$ cat config.mk
export PLATFORM = sky130hd
export DESIGN_NAME = rv32i_instruction_decoder
export DESIGN_NICKNAME = d
export VERILOG_FILES = /design/src/hdl/rvd_pkg.sv /design/src/hdl/rvd_classify.sv /design/src/hdl/rvd_decode.sv /design/src/hdl/rv32i_instruction_decoder.sv
export VERILOG_INCLUDE_DIRS = /design/src /design/src/hdl
export SDC_FILE = /design/constraint.sdc
export NUM_CORES = 1
export LEC_CHECK = 0
export ABC_AREA = 1
export BUFFER_PORTS_ARGS = -buffer_cell sky130_fd_sc_hd__buf_2
export CORE_MARGIN = 2
export CORE_UTILIZATION = 51
export CTS_BUF_LIST = sky130_fd_sc_hd__clkbuf_16
export CTS_CLUSTER_SIZE = 14
export DETAILED_ROUTE_END_ITERATION = 10
export PLACE_DENSITY = 0.84
export SLEW_MARGIN = 20
export SYNTH_ARGS = -nofsm -noshare
export SYNTH_HDL_FRONTEND = slang
export SYNTH_SLANG_ARGS = --single-unit
export TNS_END_PERCENT = 5
$ cat constraint.sdc
create_clock -name clk_i -period 1.8 [get_ports clk_i]
set_input_delay 0.18 -clock clk_i [delete_from_list [all_inputs] [get_ports clk_i]]
set_output_delay 0.18 -clock clk_i [all_outputs]
set_load 0.05 [all_outputs]
$ cat src/hdl/assert_macros.svh
// assertion macros shared by the decoder rtl
`ifndef ASSERT_MACROS_SVH
`define ASSERT_MACROS_SVH

`ifndef ASSERT_OFF

// property must hold at every clock edge out of reset
`define ASSERT_PROP(name, prop, msg) \
  name: assert property (@(posedge clk_i) disable iff (!rst_ni) (prop)) else $error(msg);

// condition must never be seen at a clock edge out of reset
`define ASSERT_NEVER(name, cond, msg) \
  name: assert property (@(posedge clk_i) disable iff (!rst_ni) !(cond)) else $error(msg);

`else

`define ASSERT_PROP(name, prop, msg)
`define ASSERT_NEVER(name, cond, msg)

`endif

`endif

$ cat src/hdl/rvd_pkg.sv
package rvd_pkg;

  // major opcodes
  localparam logic [6:0] OPC_OP     = 7'h33;
  localparam logic [6:0] OPC_OP_IMM = 7'h13;
  localparam logic [6:0] OPC_LOAD   = 7'h03;
  localparam logic [6:0] OPC_JALR   = 7'h67;
  localparam logic [6:0] OPC_STORE  = 7'h23;
  localparam logic [6:0] OPC_BRANCH = 7'h63;
  localparam logic [6:0] OPC_LUI    = 7'h37;
  localparam logic [6:0] OPC_AUIPC  = 7'h17;
  localparam logic [6:0] OPC_JAL    = 7'h6F;

  typedef enum logic [2:0] {
    FMT_R   = 3'd0,
    FMT_I   = 3'd1,
    FMT_S   = 3'd2,
    FMT_B   = 3'd3,
    FMT_U   = 3'd4,
    FMT_J   = 3'd5,
    FMT_BAD = 3'd6
  } fmt_e;

  typedef enum logic [5:0] {
    OP_ADD, OP_SUB, OP_SLL, OP_SLT, OP_SLTU, OP_XOR, OP_SRL, OP_SRA, OP_OR, OP_AND,
    OP_JALR, OP_LB, OP_LH, OP_LW, OP_LBU, OP_LHU,
    OP_ADDI, OP_SLLI, OP_SLTI, OP_SLTIU, OP_XORI, OP_SRLI, OP_SRAI, OP_ORI, OP_ANDI,
    OP_SB, OP_SH, OP_SW,
    OP_BEQ, OP_BNE, OP_BLT, OP_BGE, OP_BLTU, OP_BGEU,
    OP_LUI, OP_AUIPC, OP_JAL, OP_UNDEF
  } op_e;

  typedef enum logic [3:0] {
    KIND_OP, KIND_IMM, KIND_LOAD, KIND_JALR, KIND_STORE,
    KIND_BRANCH, KIND_LUI, KIND_AUIPC, KIND_JAL, KIND_NONE
  } kind_e;

  typedef struct packed {
    logic  zero;
    kind_e kind;
  } cls_t;

  typedef struct packed {
    logic        zero;
    fmt_e        fmt;
    op_e         op;
    logic [4:0]  rd;
    logic [4:0]  rs1;
    logic [4:0]  rs2;
    logic [31:0] imm;
  } dec_t;

  function automatic op_e r_op(input logic [2:0] f3, input logic hi7);
    op_e o;
    unique case (f3)
      3'd0:    o = hi7 ? OP_SUB : OP_ADD;
      3'd1:    o = OP_SLL;
      3'd2:    o = OP_SLT;
      3'd3:    o = OP_SLTU;
      3'd4:    o = OP_XOR;
      3'd5:    o = hi7 ? OP_SRA : OP_SRL;
      3'd6:    o = OP_OR;
      default: o = OP_AND;
    endcase
    return o;
  endfunction

  function automatic op_e imm_op(input logic [2:0] f3, input logic hi7);
    op_e o;
    unique case (f3)
      3'd0:    o = OP_ADDI;
      3'd1:    o = OP_SLLI;
      3'd2:    o = OP_SLTI;
      3'd3:    o = OP_SLTIU;
      3'd4:    o = OP_XORI;
      3'd5:    o = hi7 ? OP_SRAI : OP_SRLI;
      3'd6:    o = OP_ORI;
      default: o = OP_ANDI;
    endcase
    return o;
  endfunction

  function automatic op_e load_op(input logic [2:0] f3);
    op_e o;
    unique case (f3)
      3'd0:    o = OP_LB;
      3'd1:    o = OP_LH;
      3'd2:    o = OP_LW;
      3'd4:    o = OP_LBU;
      3'd5:    o = OP_LHU;
      default: o = OP_UNDEF;
    endcase
    return o;
  endfunction

  function automatic op_e store_op(input logic [2:0] f3);
    op_e o;
    unique case (f3)
      3'd0:    o = OP_SB;
      3'd1:    o = OP_SH;
      3'd2:    o = OP_SW;
      default: o = OP_UNDEF;
    endcase
    return o;
  endfunction

  function automatic op_e branch_op(input logic [2:0] f3);
    op_e o;
    unique case (f3)
      3'd0:    o = OP_BEQ;
      3'd1:    o = OP_BNE;
      3'd4:    o = OP_BLT;
      3'd5:    o = OP_BGE;
      3'd6:    o = OP_BLTU;
      3'd7:    o = OP_BGEU;
      default: o = OP_UNDEF;
    endcase
    return o;
  endfunction

endpackage

$ cat src/hdl/rvd_classify.sv
module rvd_classify (
  input  logic          clk_i,
  input  logic          rst_ni,
  input  logic          vld_i,
  input  logic [31:0]   word_i,
  input  logic [31:0]   pc_i,
  output logic          vld_o,
  output logic [31:0]   word_o,
  output logic [31:0]   pc_o,
  output rvd_pkg::cls_t cls_o
);
  import rvd_pkg::*;

  logic        vld_q;
  logic [31:0] word_q, pc_q;
  cls_t        cls_d, cls_q;

  always_comb begin
    cls_d.zero = (word_i == 32'd0);
    unique case (word_i[6:0])
      OPC_OP:     cls_d.kind = KIND_OP;
      OPC_OP_IMM: cls_d.kind = KIND_IMM;
      OPC_LOAD:   cls_d.kind = KIND_LOAD;
      OPC_JALR:   cls_d.kind = KIND_JALR;
      OPC_STORE:  cls_d.kind = KIND_STORE;
      OPC_BRANCH: cls_d.kind = KIND_BRANCH;
      OPC_LUI:    cls_d.kind = KIND_LUI;
      OPC_AUIPC:  cls_d.kind = KIND_AUIPC;
      OPC_JAL:    cls_d.kind = KIND_JAL;
      default:    cls_d.kind = KIND_NONE;
    endcase
  end

  always_ff @(posedge clk_i or negedge rst_ni) begin
    if (!rst_ni) begin
      vld_q <= 1'b0;
    end else begin
      vld_q <= vld_i;
    end
  end

  always_ff @(posedge clk_i) begin
    word_q <= word_i;
    pc_q   <= pc_i;
    cls_q  <= cls_d;
  end

  assign vld_o  = vld_q;
  assign word_o = word_q;
  assign pc_o   = pc_q;
  assign cls_o  = cls_q;

endmodule

$ cat src/hdl/rvd_decode.sv
module rvd_decode (
  input  logic          clk_i,
  input  logic          rst_ni,
  input  logic          vld_i,
  input  logic [31:0]   word_i,
  input  logic [31:0]   pc_i,
  input  rvd_pkg::cls_t cls_i,
  output logic          vld_o,
  output logic [31:0]   pc_o,
  output rvd_pkg::dec_t dec_o
);
  import rvd_pkg::*;

  logic        vld_q;
  logic [31:0] pc_q;
  dec_t        dec_d, dec_q;
  logic [2:0]  f3;
  logic        hi7;

  assign f3  = word_i[14:12];
  assign hi7 = (word_i[31:25] != 7'd0);

  always_comb begin
    dec_d.zero = cls_i.zero;
    dec_d.rd   = word_i[11:7];
    dec_d.rs1  = word_i[19:15];
    dec_d.rs2  = word_i[24:20];
    dec_d.fmt  = FMT_BAD;
    dec_d.op   = OP_UNDEF;
    dec_d.imm  = 32'd0;
    unique case (cls_i.kind)
      KIND_OP: begin
        dec_d.fmt = FMT_R;
        dec_d.op  = r_op(f3, hi7);
      end
      KIND_IMM, KIND_LOAD, KIND_JALR: begin
        dec_d.fmt = FMT_I;
        dec_d.imm = {{20{word_i[31]}}, word_i[31:20]};
        if (cls_i.kind == KIND_JALR) begin
          dec_d.op = OP_JALR;
        end else if (cls_i.kind == KIND_LOAD) begin
          dec_d.op = load_op(f3);
        end else begin
          dec_d.op = imm_op(f3, hi7);
        end
      end
      KIND_STORE: begin
        dec_d.fmt = FMT_S;
        dec_d.op  = store_op(f3);
        dec_d.imm = {{20{word_i[31]}}, word_i[31:25], word_i[11:7]};
      end
      KIND_BRANCH: begin
        dec_d.fmt = FMT_B;
        dec_d.op  = branch_op(f3);
        dec_d.imm = {{20{word_i[31]}}, word_i[7], word_i[30:25], word_i[11:8], 1'b0};
      end
      KIND_LUI, KIND_AUIPC: begin
        dec_d.fmt = FMT_U;
        dec_d.op  = (cls_i.kind == KIND_LUI) ? OP_LUI : OP_AUIPC;
        dec_d.imm = {word_i[31:12], 12'd0};
      end
      KIND_JAL: begin
        dec_d.fmt = FMT_J;
        dec_d.op  = OP_JAL;
        dec_d.imm = {{12{word_i[31]}}, word_i[19:12], word_i[20], word_i[30:21], 1'b0};
      end
      default: begin
        dec_d.fmt = FMT_BAD;
        dec_d.op  = OP_UNDEF;
      end
    endcase
  end

  always_ff @(posedge clk_i or negedge rst_ni) begin
    if (!rst_ni) begin
      vld_q <= 1'b0;
    end else begin
      vld_q <= vld_i;
    end
  end

  always_ff @(posedge clk_i) begin
    pc_q  <= pc_i;
    dec_q <= dec_d;
  end

  assign vld_o = vld_q;
  assign pc_o  = pc_q;
  assign dec_o = dec_q;

endmodule

$ cat src/hdl/rv32i_instruction_decoder.sv
// rv32i decoder, three register stages: classify opcode, decode, field select
// done_o is registered through the classify, decode and field-select stages after the edge that takes a word
// throughput: one word every cycle, busy_o stays low
// results cannot be held off; each one shows on the ports for one cycle
// async active-low reset clears the stage valid bits, payload is not reset
`include "assert_macros.svh"

module rv32i_instruction_decoder (
  input  logic                 clk_i,
  input  logic                 rst_ni,
  input  logic                 start_i,
  output logic                 busy_o,
  input  logic [31:0]          instr_word_i,
  input  logic [31:0]          pc_i,
  output logic                 done_o,
  output logic                 valid_res_o,
  output rvd_pkg::fmt_e        format_o,
  output rvd_pkg::op_e         operation_o,
  output logic [4:0]           dest_reg_o,
  output logic [4:0]           src1_reg_o,
  output logic [4:0]           src2_reg_o,
  output logic signed [31:0]   immediate_o,
  output logic [31:0]          pc_out_o
);
  import rvd_pkg::*;

  logic        s1_vld, s2_vld;
  logic [31:0] s1_word, s1_pc, s2_pc;
  cls_t        s1_cls;
  dec_t        s2_dec;

  logic        done_q;
  logic        valid_d, valid_q;
  fmt_e        fmt_d, fmt_q;
  op_e         op_d, op_q;
  logic [4:0]  rd_d, rd_q, rs1_d, rs1_q, rs2_d, rs2_q;
  logic [31:0] imm_d, imm_q, pc_q;
  logic        keep_rd, keep_rs1, keep_rs2;

  assign busy_o = 1'b0;

  rvd_classify u_classify (
    .clk_i  (clk_i),
    .rst_ni (rst_ni),
    .vld_i  (start_i),
    .word_i (instr_word_i),
    .pc_i   (pc_i),
    .vld_o  (s1_vld),
    .word_o (s1_word),
    .pc_o   (s1_pc),
    .cls_o  (s1_cls)
  );

  rvd_decode u_decode (
    .clk_i  (clk_i),
    .rst_ni (rst_ni),
    .vld_i  (s1_vld),
    .word_i (s1_word),
    .pc_i   (s1_pc),
    .cls_i  (s1_cls),
    .vld_o  (s2_vld),
    .pc_o   (s2_pc),
    .dec_o  (s2_dec)
  );

  // register fields survive only where the format carries them
  always_comb begin
    keep_rd  = 1'b0;
    keep_rs1 = 1'b0;
    keep_rs2 = 1'b0;
    unique case (s2_dec.fmt)
      FMT_R: begin
        keep_rd  = 1'b1;
        keep_rs1 = 1'b1;
        keep_rs2 = 1'b1;
      end
      FMT_I: begin
        keep_rd  = 1'b1;
        keep_rs1 = 1'b1;
      end
      FMT_S, FMT_B: begin
        keep_rs1 = 1'b1;
        keep_rs2 = 1'b1;
      end
      FMT_U, FMT_J: begin
        keep_rd = 1'b1;
      end
      default: begin
        keep_rd = 1'b0;
      end
    endcase
  end

  always_comb begin
    if (s2_dec.zero) begin
      valid_d = 1'b0;
      fmt_d   = FMT_R;
      op_d    = OP_ADD;
      rd_d    = 5'd0;
      rs1_d   = 5'd0;
      rs2_d   = 5'd0;
      imm_d   = 32'd0;
    end else begin
      valid_d = 1'b1;
      fmt_d   = s2_dec.fmt;
      op_d    = s2_dec.op;
      rd_d    = keep_rd  ? s2_dec.rd  : 5'd0;
      rs1_d   = keep_rs1 ? s2_dec.rs1 : 5'd0;
      rs2_d   = keep_rs2 ? s2_dec.rs2 : 5'd0;
      imm_d   = s2_dec.imm;
    end
  end

  always_ff @(posedge clk_i or negedge rst_ni) begin
    if (!rst_ni) begin
      done_q <= 1'b0;
    end else begin
      done_q <= s2_vld;
    end
  end

  always_ff @(posedge clk_i) begin
    valid_q <= valid_d;
    fmt_q   <= fmt_d;
    op_q    <= op_d;
    rd_q    <= rd_d;
    rs1_q   <= rs1_d;
    rs2_q   <= rs2_d;
    imm_q   <= imm_d;
    pc_q    <= s2_pc;
  end

  assign done_o      = done_q;
  assign valid_res_o = valid_q;
  assign format_o    = fmt_q;
  assign operation_o = op_q;
  assign dest_reg_o  = rd_q;
  assign src1_reg_o  = rs1_q;
  assign src2_reg_o  = rs2_q;
  assign immediate_o = $signed(imm_q);
  assign pc_out_o    = pc_q;

  `ASSERT_PROP(a_latency, (start_i && !busy_o) |-> ##3 done_o, "word lost in pipeline")
  `ASSERT_PROP(a_zero_word, (done_o && !valid_res_o) |-> (format_o == FMT_R && operation_o == OP_ADD && immediate_o == 32'sd0 && dest_reg_o == 5'd0), "zero word not cleared")
  `ASSERT_PROP(a_bad_opcode, (done_o && format_o == FMT_BAD) |-> (operation_o == OP_UNDEF && immediate_o == 32'sd0 && dest_reg_o == 5'd0 && src1_reg_o == 5'd0), "unknown opcode leaks fields")
  `ASSERT_PROP(a_r_imm, (done_o && valid_res_o && format_o == FMT_R) |-> (immediate_o == 32'sd0), "r format with immediate")
  `ASSERT_NEVER(a_u_regs, done_o && format_o == FMT_U && (src1_reg_o != 5'd0 || src2_reg_o != 5'd0), "u format carries source regs")

endmodule
Yosys cells after proc, flatten, opt, wreduce, memory -nomap -nowiden
Index checks and enable logic that the tools add are counted.
Storage, ports and cells
  register bits: 250
  latch bits: 0
  bits in writable memories: 0
  bits in read-only memories: 0
  bits of input ports: 67
  output and inout port bits: 91
  logic and storage cells: 86
  memories kept: 0
Cells by class
  add/sub/neg operators: 0
  multiply operators: 0
  divide/modulo/power cells: 0
  order comparisons: 0
  equality and inequality tests: 29
  shift-type cells: 0
  muxes and demuxes: 18
  bitwise operators: 3
  reductions and logical operators: 13
Operators with widths (number)
  32-bit case mux with 5 select lines: 1
  6-bit case mux with 7 select lines: 2
  9-bit case mux with 6 select lines: 1
  4-bit case mux with 9 select lines: 1
  6-bit case mux with 6 select lines: 1
  32-bit logical NOT: 1
  6-bit case mux with 5 select lines: 1
  7-bit by 6-bit == test with 1-bit output (second input constant): 3
  7-bit == test (second input constant): 3
  3-bit == test (second input constant): 6
  6-bit case mux with 3 select lines: 1
  4-bit by 3-bit == test with 1-bit output (second input constant): 4
  7-bit by 5-bit == test with 1-bit output (second input constant): 2
  3-bit by 2-bit == test with 1-bit output (second input constant): 4
  6-bit two-way mux: 2
  4-bit by 2-bit == test with 1-bit output (second input constant): 2
  2-bit OR reduction: 4
  4-bit OR reduction: 2
  7-bit by 2-bit == test with 1-bit output (second input constant): 1
  1-bit two-way mux: 7
  7-bit nonzero test: 1
  3-bit by 1-bit == test with 1-bit output (second input constant): 2
  3-bit logical NOT: 2
  3-bit OR reduction: 2
  5 further kinds: 7

Depth between registers and ports, before layout
Gate-level depths: netlist (run 1).
  depth after elaboration: 6
  gate-level depth with buffers: 9
  depth with buffers taken out: 9

By module
From an unflattened synthesis (run 1), not the netlist that was laid out.
Second synthesis, totals
  cells, all modules: 618
  area, all modules: 6841.6 um^2
Modules (own cells, without submodules)
  rvd_decode: times used 1, cells each 266, area an instance 2776.4 um^2, seq. area each 1806.7 um^2
  rv32i_instruction_decoder: times used 1, cells each 215, area an instance 2352.3 um^2, seq. area each 1806.7 um^2
  rvd_classify: times used 1, cells each 137, area an instance 1712.9 um^2, seq. area each 1406.3 um^2

Worst setup path after synthesis (run 1)
Ideal clock, no wire load.
  kind: register to register
  from: reg u_classify.cls_q (netlist bit u_classify.cls_o[1])
  to: reg u_decode.dec_q (netlist bit u_decode.dec_o[21])
  library setup time: 125 ps
  data arrival time: 1122 ps
  data required time: 1675 ps
  slack: 553 ps
  cell stages (with the launch flop): 9
  path buffers: 2
  clock period less this slack: 1247 ps
  cells stage by stage: dfxtp_1 > buf_6 > nor2_4 > nor2_2 > nor2_4 > inv_2 > o21ai_2 > buf_6 > o21ai_0
RTL lines
  start: declaration: line rvd_classify.sv:16  | cls_t cls_d, cls_q;
  start signal: assignment: line rvd_classify.sv:45  | cls_q <= cls_d;
  end signal: assignment: line rvd_decode.sv:84  | dec_q <= dec_d;
  end: declaration: line rvd_decode.sv:16  | dec_t dec_d, dec_q;

==> results of run 1 <==
## area by class of cell
| type | count | area [sq um] | share of cell area |
|---|---|---|---|
| clock buffers | 23 | 576 | 0.0672 |
| clock inverters | 16 | 93.8 | 0.0110 |
| inverters | 98 | 368 | 0.0429 |
| multi-input cells | 227 | 1020 | 0.119 |
| flip-flops and latches | 243 | 4880 | 0.570 |
| well taps | 168 | 210 | 0.0245 |
| repair buffers | 220 | 1420 | 0.165 |
## cell usage in the layout (no fill, tap or decap), types with 3 or more instances in the layout
cell type	n
clkinv_1	9
nor2_1	87
clkbuf_16	23
nand4_1	5
nor2_2	4
buf_2	156
dfxtp_1	240
dfrtp_1	3
nand3_1	16
inv_2	5
inv_1	96
dlygate4sd3_1	62
o21ai_0	31
nand2_1	50
nor3_1	10
nor4_1	5
## tightest hold or removal path: stages
cell and delay, ns:
buf_2 0.09, nor3_1 0.05, nand3b_1 0.09, nor2_1 0.05
## through the flow
step / cells / worst slack, ns / hold slack (ns) / util / total power, mW
5_1_grt: 995 / 0.0313 / 0.0205 / 0.710 / 11.2
3_5_place_dp: 894 / 0.210 / -0.0224 / 0.603 / 6.47
4_1_cts: 995 / 0.200 / 0.00291 / 0.710 / 10.8
2_1_floorplan: 579 / 0.553 / -0.116 / - / 6.24
3_3_place_gp: 894 / 0.269 / -0.0254 / 0.603 / 6.45
6_report: 995 / 0.175 / 0.00914 / 0.710 / 10.8
## per-layer routing
layer  wire [microns]  vias up  global-route usage
met5                6        -                   0
met4              420        2              0.0763
met3              930       31              0.0455
met2             6630      164               0.353
met1             5350     1930               0.216
li1                 -     2219                   -
## sequential cells by signal, indices dropped and copies added, names as in the netlist, 3 cells and up
signal             cells
u_classify.pc_o       32
dest_reg_o             5
format_o               3
u_decode.dec_o        57
immediate_o           32
src2_reg_o             5
operation_o            6
pc_out_o              32
src1_reg_o             5
u_classify.cls_o       5
u_classify.word_o     25
u_decode.pc_o         32
## cells in the mapped netlist (all sizes together)
cell type / n
a21oi: 2
a22oi: 1
a32o: 1
and3: 1
buf: 4
clkbuf: 7
conb: 1
dfrtp: 3
dfxtp: 240
inv: 98
nand2: 52
nand3: 16
nand3b: 1
nand4: 5
nor2: 93
nor3: 10
nor4: 5
o2111ai: 1
o211ai: 2
o21ai: 33
o22ai: 2
or2: 1
## logic make-up (layout without fill, tap and decap cells)
family          count (synthesis)  after routing  share of synthesized area
other cells                     1              1                   0.000592
flops                         243            243                      0.770
compound gates                 42             42                     0.0367
simple gates                  184            184                      0.124
buf+inv                       109            357                     0.0680
## power by group
part           switching [mW]  internal (mW)  leakage [nW]
clock network            1.85           2.45         0.340
registers              0.0863           5.63          2.03
logic                   0.508          0.245          1.80
## how the worst max path moves through the flow
stage,slack [ns],end,cells past startpoint,startpoint
CTS,0.20,u_decode.dec_o[29],7,u_classify.cls_o[1]
global route,0.03,u_decode.dec_o[23],7,u_classify.cls_o[1]
finish,0.17,u_decode.dec_o[29],7,u_classify.cls_o[1]
floorplan,0.55,u_decode.dec_o[21],8,u_classify.cls_o[1]
detailed placement,0.21,u_decode.dec_o[29],7,u_classify.cls_o[1]
global placement,0.27,u_decode.dec_o[30],7,u_classify.cls_o[1]
## what timing repair did
item,CTS,global route
endpoints found under the hold margin,64,0
hold buffers,62,0
buffers inserted,0,0
endpoints found under the setup margin,0,0
==> flow_summary.toml, run 1 <==
[clock_tree]
clock_sinks = 243
clock-root-buffer = "clkbuf_16"
clock_latency_ns = 0.49
cts.path.max_buffers = 3
cts_resized = 0
cts_buffers = 23
path_clk_slew_ns = 0.06
htree_levels = 1
cts_tree = "yes"

[critical_path]
reg2reg_slack_ns = 0.17
cp_max_fo = 11
crit_slowest_cell = "dfxtp_1"
worstRegToRegCells = 7
slowest_delay_ns = 0.56
r2r-start = "u_classify.cls_o[1]"
worst-path-buf-inv = 2
r2r-end = "u_decode.dec_o[29]"
crit_type = "register to register"
cp.arrival_ns = 1.97
cp_cell_sequence = "nor2_4 -> nand3_1 -> inv_2 -> nor2_4 -> inv_2 -> o21ai_2 -> o21ai_0"
cpLargestDelayFamily = "flip-flops"
cp.required_ns = 2.14
cp-start-kind = "register"
end_kind = "register"

[status]
outcome = "completed"

[floorplan]
initial_core_util = 0.525
core_sq_um = 12100
die_w_microns = 115
die_h_microns = 115
dieArea_sq_um = 13300
fp-row-count = 40
ios = 158

[power]
max-vdd-ir-drop_mv = 0.700
cellPowerDensity_nw_per_um2 = 1260
p_leak_nw = 4.17

[detailed_routing]
routedWlPerCell_microns = 13.4
antenna_left = 0
vias = 4346
routed_via_density = 4.37
drt-pass1-iter-count = 4
wirelength_mm = 13.3
drc = 0
drt_iter0_markers = 235

[synthesis]
ys_top_cells_by_area = "dfxtp_1, inv_1, nor2_1"
yosys_warnings = 0
synth-seq-cells = 243
synth_cell_type_count = 31
yosysTopAreaCell = "dfxtp_1"
syn-mean-instance-area_sq_um = 10.9
yosysSeqAreaShare = 0.770
syn-num-nets = 646
synth_area_sq_um = 6330
synth_top_area_frac = 0.759
synthCells = 579

[placement]
routabilityCongestion = 0.859
hpwl_mm = 8.62
port_buffers = 156
dpl_cell_area_sq_um = 7280

[sta]
finalSetupViolations = 0
period_needed_ns = 1.63
finalCritPeriodShare = 0.903
rsz0062_at_grt = "no"
worst_pin_slew_ns = 0.720
finalMaxSlewViolations = 0
fmaxAchievable_ghz = 0.615
slew_headroom = 0.515
totalNegativeSetupSlack_ns = 0
finalClockSkew_ns = 0.0198
final_hold_viol_count = 0

[run]
max-cap-violations = 0

[min_path]
worstHoldPathCells = 4
worst_hold_path_type = "primary input to register"
min_from = "instr_word_i[1]"
hold_end = "u_classify.cls_o[4]"

[global_routing]
grt_usage = 0.193
grt_max_degree = 31
gr-total-overflow = 0
grt_pass1_vias = 4303
antenna_found_initial = 0
grt_pass1_wl_mm = 20.3

[final_layout]
fin_area_sq_um = 8570
layout-drive-gt1-share = 0.242
diodes = 0
layout.nets = 880
synthToLayoutAreaGrowth_pct = 35.3
nFillCells = 838
Power figures use the tool's default switching activity.
==> inputs of run 2 (changes only) <==
- ABC_AREA: 1 -> unset
==> flow_summary.toml, run 2 <==
[placement]
place_ws_ns = 0.170
port_buffers = 156
routabilityCongestion = 0.949
hpwl_mm = 8.92
dp_cells = 802

[critical_path]
cp.required_ns = 2.18
r2r-start = "u_classify.cls_o[0]"
cp_max_fo = 6
worstRegToRegCells = 4
end_kind = "register"
cp-startpoint = "instr_word_i[2]"
cp.arrival_ns = 2.05
crit_type = "primary input to register"
cp-start-kind = "primary input"

[sta]
finalMaxSlewViolations = 0
setup_slack_ns = 0.131
rsz0062_at_grt = "no"
finalSetupViolations = 0
finalCritPeriodShare = 0.927
final_hold_viol_count = 0
hold_ws_ns = 0.00930
fmaxAchievable_ghz = 0.599
worst_pin_slew_ns = 0.637
totalNegativeSetupSlack_ns = 0
finalClockSkew_ns = 0.0223
slew_headroom = 0.571
period_needed_ns = 1.67

[global_routing]
grt_max_degree = 44
antenna_found_initial = 0
gr-total-overflow = 0
grt_pass1_wl_mm = 21.7
grt_pass1_vias = 4341
grt_usage = 0.204

[clock_tree]
clock_latency_ns = 0.49
post-cts-setup-buffers = 0
cts.path.max_buffers = 3
cts_buffers = 23
cts_tree = "yes"
clock_sinks = 243
path_clk_slew_ns = 0.06
htree_levels = 1
clock-root-buffer = "clkbuf_16"

[synthesis]
synthMuxAreaShare = 0.00156
yosysSeqAreaShare = 0.759
synthSimpleGateAreaFrac = 0.128
yosys_warnings = 0
synth-seq-cells = 243
synth_top_family_by_area = "simple AND/OR/NAND/NOR gates"
async_flop_share = 0.0123
synth_cell_type_count = 58
synth_compound_area_frac = 0.0853
syn-num-nets = 558
synth_area_sq_um = 6430
synth_adder_area_share = 0
synthCells = 491
synth_most_common_cell = "dfxtp_1"
ys_top_cells_by_count = "dfxtp_1, nor2b_1, a21o_1, and2_1, a21oi_1"
ys_top_cells_by_area = "dfxtp_1, nor2b_1, a21o_1"
synth_xor_area_frac = 0
synth_flop_cell = "dfxtp_1"
yosysTopAreaCell = "dfxtp_1"
synth_edf_count = 0
syn-mean-instance-area_sq_um = 13.1
synth_top_area_frac = 0.748

[power]
p_leak_nw = 4.06
cellPowerDensity_nw_per_um2 = 1250
fin_total_pwr_mw = 10.9
max-vdd-ir-drop_mv = 0.608

[floorplan]
ios = 158
core_sq_um = 12500
die_w_microns = 116
dieArea_sq_um = 13500
initial_core_util = 0.516
die_h_microns = 116
fp-row-count = 41

[final_layout]
layout_commonest_cell = "dfxtp_1"
diodes = 0
synthToLayoutAreaGrowth_pct = 35.3
layout-drive-gt1-share = 0.278
most-common-layout-cells = "dfxtp_1, buf_2, dlygate4sd3_1"
final_cells = 907
layout.nets = 787
largest_register_ffs = 57

[detailed_routing]
wirelength_mm = 14.3
routedWlPerCell_microns = 15.8
drt-pass1-iter-count = 7
drc = 0
antenna_left = 0
routed_via_density = 4.74
drt_iter0_markers = 314
vias = 4300

[min_path]
worst_hold_path_type = "primary input to register"
min_from = "instr_word_i[0]"
worstHoldPathCells = 3

[status]
outcome = "completed"

[run]
max-cap-violations = 0
## run 2: where the power goes
| group | switching, mW | internal (mW) |
|---|---|---|
| Combinational | 0.434 | 0.262 |
| Clock | 1.88 | 2.60 |
| Sequential | 0.107 | 5.61 |
| Total | 2.42 | 8.48 |
## run 2: metal layers
metal,vias to the layer above,global-route usage,wire [microns]
li1,2093,-,-
met2,202,0.392,7400
met4,0,0.0611,267
met5,-,0,0
met3,22,0.0431,1130
met1,1983,0.225,5490
## run 2: what timing repair did
action	CTS	global route
hold endpoints to repair	66	0
endpoints found under the setup margin	0	1
hold buffers	65	0
resized for setup	0	3
## run 2: cell families after synthesis
family / after synthesis
and+or+nand+nor: 138
AOI/OAI and AO/OA: 78
muxes: 1
DFF: 243
other: 1
buffers and inverters: 30
## run 2: final cells by class
type	instances	area, sq um
tap	172	215
inverter	7	26.3
fill	848	3770
timing repair buffer	227	1480
clock buffer	23	576
sequential	243	4880
multi-input combinational	218	1390
clock inverter	17	130
## run 2: path summary, 6_finish.rpt
kind,to,slack (ns)
setup / recovery,u_classify.cls_o[0],0.13
hold / removal,u_classify.cls_o[1],0.009
setup reg to reg,u_decode.dec_o[49],0.16
hold reg to reg,u_decode.pc_o[4],0.32
max in group asynchronous,done_o,1.07
min in group asynchronous,u_classify.vld_o,0.58
## run 2: stage by stage
step           cell area, sq um  utilization
6_report                   8690        0.697
5_1_grt                    8690        0.697
4_1_cts                    8690        0.697
3_5_place_dp               7330        0.588
3_3_place_gp               7330        0.588
2_1_floorplan              6430            -
## run 2: critical path: stages
cell	delay [ns]
dlygate4sd3_1	0.53
buf_2	0.15
nor2b_1	0.14
o21bai_1	0.15
o32ai_1	0.22
nand3_1	0.11
dlygate4sd3_1	0.56
==> inputs of run 3 (changes only) <==
==> constraint.sdc (replaced) <==
create_clock -name clk_i -period 1.8 [get_ports clk_i]
set_input_delay 0.09 -clock clk_i [delete_from_list [all_inputs] [get_ports clk_i]]
set_output_delay 0.09 -clock clk_i [all_outputs]
set_load 0.05 [all_outputs]
==> flow_summary.toml, run 3 (synthesis gave the netlist of run 2 again) <==
[status]
outcome = "completed"

[detailed_routing]
drt_iter0_markers = 351
drt-pass1-iter-count = 5
antenna_left = 0
drc = 0
vias = 4361
routed_via_density = 4.77
wirelength_mm = 14.5
routedWlPerCell_microns = 15.9

[critical_path]
cp.arrival_ns = 2.15
cp-start-kind = "primary input"
end_kind = "register"
cp.required_ns = 2.23
crit_type = "primary input to register"
cp_max_fo = 6

[clock_tree]
clock-root-buffer = "clkbuf_16"
clock_sinks = 243
clock_latency_ns = 0.50
htree_levels = 1
post-cts-setup-buffers = 0
path_clk_slew_ns = 0.06
cts_tree = "yes"
cts.path.max_buffers = 3
cts_buffers = 23

[final_layout]
synthToLayoutAreaGrowth_pct = 36.4
layout-drive-gt1-share = 0.276
diodes = 0
layout_commonest_cell = "dfxtp_1"
final_cells = 914
fin_area_sq_um = 8770
final_util = 0.703
most-common-layout-cells = "dfxtp_1, buf_2, dlygate4sd3_1"
layout.nets = 794
largest_register_ffs = 57

[global_routing]
grt_pass1_vias = 4404
antenna_found_initial = 0
grt_usage = 0.207
grt_use_met2 = 0.401
gr-total-overflow = 0
groute.layer.met1.usage = 0.225
grt_pass1_wl_mm = 21.9
grt_max_degree = 44
busiest_layer = "met2"
globalRouteMet3Util = 0.0431

[sta]
setup_slack_ns = 0.0853
finalCritPeriodShare = 0.953
finalMaxSlewViolations = 0
finalClockSkew_ns = 0.0222
period_needed_ns = 1.71
rsz0062_at_grt = "no"
hold_ws_ns = 0.203
finalSetupViolations = 0
totalNegativeSetupSlack_ns = 0
worst_pin_slew_ns = 0.672
slew_headroom = 0.548
fmaxAchievable_ghz = 0.583
final_hold_viol_count = 0

[placement]
routabilityCongestion = 0.949
dp_cells = 802
place_ws_ns = 0.170
hpwl_mm = 8.92
dpl_cell_area_sq_um = 7330
port_buffers = 156

[power]
p_sw_mw = 2.43
fin_total_pwr_mw = 10.9
power_frac_comb = 0.065
max-vdd-ir-drop_mv = 0.608
switching_share = 0.223
power_frac_clock = 0.411
p_int_mw = 8.49
p_seq_frac = 0.524
cellPowerDensity_nw_per_um2 = 1250
p_leak_nw = 4.11

[floorplan]
die_w_microns = 116
ios = 158
fp-row-count = 41
dieArea_sq_um = 13500
core_sq_um = 12500
initial_core_util = 0.516
die_h_microns = 116

[run]
max-cap-violations = 0

[min_path]
worst_hold_path_type = "primary input to register"
==> run 3: cell types whose count changed in the layout (fill, tap and decap cells not counted) <==
cell,before,now
dlygate4sd3_1,65,71
buf_2,156,155
buf_4,6,7
dlymetal6s4s_1,0,1
inv_1,11,10
inv_2,2,3
==> run 3: timing repair <==
| item | in CTS | in global routing |
|---|---|---|
| resized for setup | 0 | 6 |
| hold buffers | 72 | 0 |
| setup endpoints to repair | 0 | 2 |
| endpoints found under the hold margin | 66 | 0 |
==> run 3: metal layers <==
metal | up-vias | part of all wire
met2 | 211 | 0.52
met1 | 2012 | 0.38
met3 | 25 | 0.081
li1 | 2113 | -
met4 | 0 | 0.020
met5 | - | 0
==> run 3: area by class of cell <==
cell class              count  area, sq um
inverters                   7         26.3
clock inverters            17          130
clock buffers              23          576
multi-input cells         218         1390
well taps                 172          215
flip-flops and latches    243         4880
fillers                   843         3700
repair buffers            234         1550
==> run 3: worst paths after layout <==
check / start / end / slack [ns] / depth (start not counted)
max in group asynchronous: rst_ni / done_o / 1.16 / 3
setup / recovery: instr_word_i[2] / u_classify.cls_o[1] / 0.09 / 6
hold reg to reg: u_classify.pc_o[4] / u_decode.pc_o[4] / 0.32 / 0
hold / removal: instr_word_i[3] / u_classify.cls_o[2] / 0.20 / 4
setup reg to reg: u_classify.cls_o[3] / u_decode.dec_o[48] / 0.16 / 5
min in group asynchronous: rst_ni / u_classify.vld_o / 0.49 / 3
==> run 3: critical path, stage by stage <==
cell	delay (ns)
dlygate4sd3_1	0.53
buf_4	0.15
nor4_1	0.61
a21oi_1	0.08
nor2_1	0.13
dlygate4sd3_1	0.55
==> run 3: power by group through the flow <==
stage | registers, mW | clock network, mW | logic, mW
final | 5.72 | 4.49 | 0.706
after global placement | 5.82 | 0 | 0.564
after global routing | 5.74 | 4.80 | 0.748
after CTS | 5.72 | 4.53 | 0.699
after detailed placement | 5.83 | 0 | 0.578
after floorplan | 6.05 | 0 | 0.145
